`config.mk`:
```
export PLATFORM = sky130hd
export DESIGN_NAME = working_set_fault_monitor
export DESIGN_NICKNAME = d
export VERILOG_FILES = /design/src/rtl/wsfm_pkg.sv /design/src/rtl/wsfm_cell.sv /design/src/rtl/wsfm_count.sv /design/src/rtl/working_set_fault_monitor.sv
export SDC_FILE = /design/constraint.sdc
export NUM_CORES = 2
export LEC_CHECK = 0
export ABC_AREA = 1
export BUFFER_PORTS_ARGS = -buffer_cell sky130_fd_sc_hd__buf_2
export CAP_MARGIN = 20
export CORE_ASPECT_RATIO = 1.2
export CORE_UTILIZATION = 50
export DETAILED_ROUTE_END_ITERATION = 8
export PLACE_DENSITY = 0.66
export REMOVE_ABC_BUFFERS = 1
export SLEW_MARGIN = 20
export SYNTH_ARGS = -nofsm -noshare
export SYNTH_HDL_FRONTEND = slang
export SYNTH_HIERARCHICAL = 1
export SYNTH_SLANG_ARGS = --single-unit
```
`constraint.sdc`:
```
create_clock -name clk -period 19.1 [get_ports clk]
set_input_delay 0.955 -clock clk [delete_from_list [all_inputs] [get_ports clk]]
set_output_delay 0.955 -clock clk [all_outputs]
set_load 0.05 [all_outputs]
```
`src/rtl/wsfm_pkg.sv`:
```
// Shared constants, types and helper functions for the working set fault monitor.
package wsfm_pkg;

  localparam int WINDOW_DEPTH = 64;
  localparam int PAGE_W       = 8;
  localparam int CFG_W        = 7;
  localparam int SET_W        = 7;
  localparam int TOTAL_W      = 32;
  localparam int WIN_W        = $clog2(WINDOW_DEPTH + 1);
  localparam int CNT_W        = $clog2(WINDOW_DEPTH + 1);
  localparam int GROUP_W      = 8;
  localparam int NGROUP       = (WINDOW_DEPTH + GROUP_W - 1) / GROUP_W;
  localparam int GSUM_W       = $clog2(GROUP_W + 1);
  localparam int SET_MAX      = (1 << SET_W) - 1;

  localparam logic [TOTAL_W-1:0] TOTAL_MAX = '1;

  typedef struct packed {
    logic cmp;
    logic clear;
    logic shift;
  } cell_ctl_t;

  function automatic logic [WIN_W-1:0] window_clamp(input logic [CFG_W-1:0] cfg);
    int c;
    c = int'(cfg);
    if (c < 1) begin
      c = 1;
    end else if (c > WINDOW_DEPTH) begin
      c = WINDOW_DEPTH;
    end
    return WIN_W'(c);
  endfunction

  function automatic logic [TOTAL_W-1:0] sat_add(input logic [TOTAL_W-1:0] a,
                                                 input logic [TOTAL_W-1:0] b);
    logic [TOTAL_W:0] s;
    s = {1'b0, a} + {1'b0, b};
    return s[TOTAL_W] ? TOTAL_MAX : s[TOTAL_W-1:0];
  endfunction

endpackage

```
`src/rtl/wsfm_cell.sv`:
```
// One history cell: holds a page, its valid and duplicate flags, and a match flag.
module wsfm_cell (
  input  logic                      clk,
  input  logic                      rst_n,
  input  wsfm_pkg::cell_ctl_t       ctl,
  input  logic [wsfm_pkg::PAGE_W-1:0] key,
  input  logic                      in_win,
  input  logic                      keep,
  input  logic [wsfm_pkg::PAGE_W-1:0] prev_page,
  input  logic                      prev_valid,
  input  logic                      prev_dup,
  input  logic                      prev_eq,
  output logic [wsfm_pkg::PAGE_W-1:0] page,
  output logic                      valid,
  output logic                      dup,
  output logic                      eq,
  output logic                      hit
);
  import wsfm_pkg::*;

  logic [PAGE_W-1:0] page_r;
  logic              valid_r;
  logic              dup_r;
  logic              hit_r;

  assign eq    = (page_r == key);
  assign page  = page_r;
  assign valid = valid_r;
  assign dup   = dup_r;
  assign hit   = hit_r;

  always_ff @(posedge clk) begin
    if (!rst_n) begin
      valid_r <= 1'b0;
    end else if (ctl.clear) begin
      valid_r <= 1'b0;
    end else if (ctl.shift) begin
      valid_r <= prev_valid & keep;
    end
  end

  always_ff @(posedge clk) begin
    if (ctl.shift) begin
      page_r <= prev_page;
      dup_r  <= prev_dup | prev_eq;
    end
    if (ctl.cmp) begin
      hit_r <= valid_r & ~ctl.clear & in_win & eq;
    end
  end

endmodule

```
`src/rtl/wsfm_count.sv`:
```
// Registered population count of the cells that hold the newest copy of a page.
module wsfm_count (
  input  logic                             clk,
  input  logic                             load,
  input  logic [wsfm_pkg::WINDOW_DEPTH-1:0] live,
  output logic [wsfm_pkg::CNT_W-1:0]        total
);
  import wsfm_pkg::*;

  logic [NGROUP*GROUP_W-1:0] live_pad;
  logic [GSUM_W-1:0]         gsum_nxt [NGROUP];
  logic [GSUM_W-1:0]         gsum_r   [NGROUP];

  assign live_pad = (NGROUP * GROUP_W)'(live);

  always_comb begin
    for (int g = 0; g < NGROUP; g++) begin
      gsum_nxt[g] = '0;
      for (int b = 0; b < GROUP_W; b++) begin
        gsum_nxt[g] = gsum_nxt[g] + GSUM_W'(live_pad[g*GROUP_W + b]);
      end
    end
  end

  always_ff @(posedge clk) begin
    if (load) begin
      for (int g = 0; g < NGROUP; g++) begin
        gsum_r[g] <= gsum_nxt[g];
      end
    end
  end

  always_comb begin
    total = '0;
    for (int g = 0; g < NGROUP; g++) begin
      total = total + CNT_W'(gsum_r[g]);
    end
  end

endmodule

```
`src/rtl/working_set_fault_monitor.sv`:
```
// Top level: working set fault monitor with a shifting chain of history cells.
// A request steps through match, shift, count and total before the next is taken;
// total holds while the output stalls; the sequencer steps cells and grouped count.
// Reset (synchronous, rst_n low): empty window, zero totals, window size 1.
// A new request is taken while the previous result still waits on the output.
module working_set_fault_monitor (
  input  logic                          clk,
  input  logic                          rst_n,
  input  logic                          in_valid,
  output logic                          in_ready,
  input  logic [wsfm_pkg::PAGE_W-1:0]   in_page,
  input  logic                          in_start_run,
  output logic                          out_valid,
  input  logic                          out_ready,
  output logic                          out_page_fault,
  output logic [wsfm_pkg::SET_W-1:0]    out_set_size,
  output logic [wsfm_pkg::TOTAL_W-1:0]  out_fault_total,
  output logic [wsfm_pkg::TOTAL_W-1:0]  out_size_sum,
  output logic [wsfm_pkg::TOTAL_W-1:0]  out_reference_total,
  input  logic                          cfg_wr_en,
  input  logic [wsfm_pkg::CFG_W-1:0]    cfg_wr_data
);
  import wsfm_pkg::*;

  localparam logic [1:0] ST_IDLE  = 2'd0;
  localparam logic [1:0] ST_SHIFT = 2'd1;
  localparam logic [1:0] ST_CNT   = 2'd2;
  localparam logic [1:0] ST_SUM   = 2'd3;

  logic [1:0]         state_r, state_nxt;
  logic [CFG_W-1:0]   cfg_window_r;
  logic [PAGE_W-1:0]  page_r;
  logic               start_r;
  logic               fault_r;
  logic               out_valid_r;
  logic               out_fault_r;
  logic [SET_W-1:0]   out_size_r;
  logic [TOTAL_W-1:0] faults_r, sizes_r, refs_r;

  logic               accept;
  logic               emit;
  logic [WIN_W-1:0]   win;
  cell_ctl_t          ctl;
  logic [PAGE_W-1:0]  key;
  logic [CNT_W-1:0]   count;
  logic [31:0]        count_ext;
  logic [SET_W-1:0]   set_size;
  logic [TOTAL_W-1:0] faults_base, sizes_base, refs_base;

  logic [PAGE_W-1:0]       c_page  [WINDOW_DEPTH+1];
  logic                    c_valid [WINDOW_DEPTH+1];
  logic                    c_dup   [WINDOW_DEPTH+1];
  logic                    c_eq    [WINDOW_DEPTH+1];
  logic [WINDOW_DEPTH-1:0] hit_vec;
  logic [WINDOW_DEPTH-1:0] live_vec;

  assign in_ready = (state_r == ST_IDLE);
  assign accept   = in_valid & in_ready;
  assign emit     = (state_r == ST_SUM) & (~out_valid_r | out_ready);
  assign win      = window_clamp(cfg_window_r);
  assign key      = (state_r == ST_IDLE) ? in_page : page_r;

  assign ctl.cmp   = accept;
  assign ctl.clear = accept & in_start_run;
  assign ctl.shift = (state_r == ST_SHIFT);

  // Chain head: the new reference enters as the newest copy of its page.
  assign c_page[0]  = page_r;
  assign c_valid[0] = 1'b1;
  assign c_dup[0]   = 1'b0;
  assign c_eq[0]    = 1'b0;

  for (genvar i = 0; i < WINDOW_DEPTH; i++) begin : g_cell
    logic in_win;
    logic keep;
    assign in_win = (WIN_W'(i) < win);
    assign keep   = (WIN_W'(i) < win);
    wsfm_cell u_cell (
      .clk        (clk),
      .rst_n      (rst_n),
      .ctl        (ctl),
      .key        (key),
      .in_win     (in_win),
      .keep       (keep),
      .prev_page  (c_page[i]),
      .prev_valid (c_valid[i]),
      .prev_dup   (c_dup[i]),
      .prev_eq    (c_eq[i]),
      .page       (c_page[i+1]),
      .valid      (c_valid[i+1]),
      .dup        (c_dup[i+1]),
      .eq         (c_eq[i+1]),
      .hit        (hit_vec[i])
    );
    assign live_vec[i] = c_valid[i+1] & ~c_dup[i+1];
  end

  wsfm_count u_count (
    .clk   (clk),
    .load  (state_r == ST_CNT),
    .live  (live_vec),
    .total (count)
  );

  assign count_ext   = 32'(count);
  assign set_size    = (count_ext > 32'(SET_MAX)) ? SET_W'(SET_MAX) : count_ext[SET_W-1:0];
  assign faults_base = start_r ? '0 : faults_r;
  assign sizes_base  = start_r ? '0 : sizes_r;
  assign refs_base   = start_r ? '0 : refs_r;

  always_comb begin
    state_nxt = state_r;
    case (state_r)
      ST_IDLE:  if (accept) state_nxt = ST_SHIFT;
      ST_SHIFT: state_nxt = ST_CNT;
      ST_CNT:   state_nxt = ST_SUM;
      ST_SUM:   if (emit) state_nxt = ST_IDLE;
      default:  state_nxt = ST_IDLE;
    endcase
  end

  always_ff @(posedge clk) begin
    if (!rst_n) begin
      state_r      <= ST_IDLE;
      cfg_window_r <= CFG_W'(1);
      out_valid_r  <= 1'b0;
      faults_r     <= '0;
      sizes_r      <= '0;
      refs_r       <= '0;
    end else begin
      state_r <= state_nxt;
      if (cfg_wr_en) begin
        cfg_window_r <= cfg_wr_data;
      end
      if (emit) begin
        out_valid_r <= 1'b1;
        faults_r    <= sat_add(faults_base, TOTAL_W'(fault_r));
        sizes_r     <= sat_add(sizes_base, TOTAL_W'(set_size));
        refs_r      <= sat_add(refs_base, TOTAL_W'(1));
      end else if (out_ready) begin
        out_valid_r <= 1'b0;
      end
    end
  end

  always_ff @(posedge clk) begin
    if (accept) begin
      page_r  <= in_page;
      start_r <= in_start_run;
    end
    if (state_r == ST_SHIFT) begin
      fault_r <= ~|hit_vec;
    end
    if (emit) begin
      out_fault_r <= fault_r;
      out_size_r  <= set_size;
    end
  end

  assign out_valid           = out_valid_r;
  assign out_page_fault      = out_fault_r;
  assign out_set_size        = out_size_r;
  assign out_fault_total     = faults_r;
  assign out_size_sum        = sizes_r;
  assign out_reference_total = refs_r;

endmodule

```
==> run_results.csv <==
group,metric,value,unit
global_route,grt_pass1_vias,30170,
die,die_h,327.8,um
timing,min_period,5.322,ns
timing,max_freq,0.1879,GHz
clock_network,cts-buffers-inserted,91,
die,rows,119,
global_route,grt_max_degree,203,
placed_design,port_buffers,126,
final_layout,final_common_cell,"nand2_1",
timing,rsz0062_at_grt,"no",
clock_network,clockBufferDepth,3,
power,pwr_density_cell,175.1,mW/mm2
power,p_leak,0.02039,uW
power,power_frac_seq,0.381,
clock_network,insertion_delay,0.67,ns
final_layout,final_nets,5168,
die,chipWidth,273.5,um
die,die_area,0.08964,mm2
power,switchingPower,3420,uW
global_route,gr-total-overflow,0,
drt,drt_pre_antenna_iters,5,
drt,drt_iter0_markers,2583,
global_route,antenna_found_initial,1,
timing,slew_headroom,0.2328,
final_layout,syn2layout_area_growth,11.62,%
power,fin_total_pwr,8645,uW
status,status,"finished, final reports clean",
drt,ant_nets,0,
worst_setup_path,cp_data_required_time,19.70,ns
final_layout,drive_gt1_frac,0.09815,
clock_network,post_cts_buffers,0,
final_layout,final_cell_mix,"1,292 x nand2_1, 883 x inv_1, 690 x edfxtp_1, 451 x nor2_1, 346 x xnor2_1",
die,io_pins,127,
placed_design,post_dp_cell_area,0.04620,mm2
timing,hold_violations,0,
yosys,yosysWarnings,6,
drt,finalWirelength,101.6,mm
timing,tns,0,ns
yosys,synthCells,4864,
power,switching_share,0.3957,
placed_design,place_congestion,0.9064,
power,vdd_drop_max,0.2516,mV
final_layout,final_area,0.04936,mm2
power,power_frac_comb,0.403,
clock_network,cts_sinks,860,
die,design.core.area,0.08770,mm2
global_route,grt_use_total,0.2275,
worst_setup_path,reg2reg_slack,13.78,ns
clock_network,ctsHoldBuffers,0,
drt,drc,0,
worst_setup_path,arrival,5.93,ns
die,start_util,0.5042,
clock_network,clkTransAtPathRegs,0.06,ns
clock_network,cts_tree,"done",
clock_network,cts_htree_levels,3,
timing,setup_viol,0,
timing,fin_skew,0.03693,ns
timing,final.period_utilization,0.2786,
min_path,hp-class,"reg -> reg",
worst_setup_path,critPathKind,"reg -> reg",
flow_run,max-cap-violations,0,
final_layout,antenna_cells,0,
global_route,grt_first_pass_wirelength,161.8,mm
worst_setup_path,critPathLaunchType,"register",
yosys,syn_area,0.04422,mm2
yosys,avgSynthCellArea,9.091,um2
placed_design,hpwlAfterDp,67.32,mm
drt,vias,31374,
power,clock_power_share,0.216,
clock_network,postCtsResizedCells,0,
drt,avgRoutedWirePerCell,16.20,um
timing,slew_viol_final,0,
worst_setup_path,worstPathMaxFanout,17,
timing,worst_pin_slew,1.151,ns
power,intPower,5224,uW
drt,vias_per_cell,5.001,
worst_setup_path,cp-end-kind,"register",
clock_network,clockRootBuffer,"clkbuf_16",
[metrics by stage]
stage	hold WS [ns]	worst slack [ns]	util	cells
after CTS	0.4342	13.77	0.5625	6273
after global placement	0.4372	13.87	0.5268	6101
after floorplan	0.4268	2.354	-	4799
after global routing	0.4553	13.49	0.5628	6274
final	0.4581	13.78	0.5628	6274
after detailed placement	0.4390	13.78	0.5268	6101
[worst paths after layout]
kind,startpoint,endpoint,depth (start not counted)
setup / recovery,u_count/gsum_r[2][2]$_DFFE_PP_,out_size_sum[14]$_SDFFE_PN0P_,21
hold / removal,g_cell[50].u_cell/page[3]$_DFFE_PP_,g_cell[51].u_cell/page[3]$_DFFE_PP_,0
setup reg to reg,u_count/gsum_r[2][2]$_DFFE_PP_,out_size_sum[14]$_SDFFE_PN0P_,21
hold reg to reg,g_cell[50].u_cell/page[3]$_DFFE_PP_,g_cell[51].u_cell/page[3]$_DFFE_PP_,0
[worst max-delay path, stage by stage, from the launching register on]
cell	delay, ns
edfxtp_1	0.32
inv_1	0.05
fa_1	0.54
inv_1	0.06
fa_1	0.50
fa_1	0.54
inv_1	0.05
fa_1	0.46
inv_1	0.06
ha_1	0.17
inv_1	0.06
fa_1	0.39
o21ai_0	0.29
ha_1	0.26
nand3_1	0.16
nor2_1	0.23
nand3_1	0.11
nand2_2	0.18
nand4_4	0.34
nand2_4	0.31
nor2_1	0.08
nor2_1	0.08
[power by group through the flow]
stage | combinational (uW) | clock [uW] | sequential, uW
6_report | 3480 | 1870 | 3300
5_1_grt | 3940 | 1980 | 3370
4_1_cts | 3510 | 1910 | 3310
3_5_place_dp | 3480 | 0 | 3330
3_3_place_gp | 3370 | 0 | 3320
2_1_floorplan | 2660 | 0 | 3690
[area by class of cell]
type,count,area [um2]
timing repair buffer,154,875.8
inverter,893,3359
multi-input combinational,3046,16430
fill,7713,38340
clock inverter,57,668.1
tap,1149,1438
clock buffer,115,2460
sequential,860,24120
[layer usage]
layer / wire length (um) / GRT usage
met4: 2996 / 0.08271
met5: 13 / 0
met1: 43440 / 0.2915
met2: 50470 / 0.3927
met3: 4719 / 0.03004
[state kept, by name, summed over array words and instances, names as in the netlist]
name / count
start_r: 1
g_cell.u_cell/valid: 64
g_cell.u_cell/dup: 64
g_cell.u_cell/page: 512
out_fault_total: 32
out_page_fault: 1
out_reference_total: 32
page_r: 8
fault_r: 1
out_size_sum: 32
cfg_window_r: 7
g_cell.u_cell/hit: 64
out_set_size: 7
u_count/gsum_r: 32
out_valid: 1
state_r: 2
No activity file was read; power rests on OpenSTA's default activity.
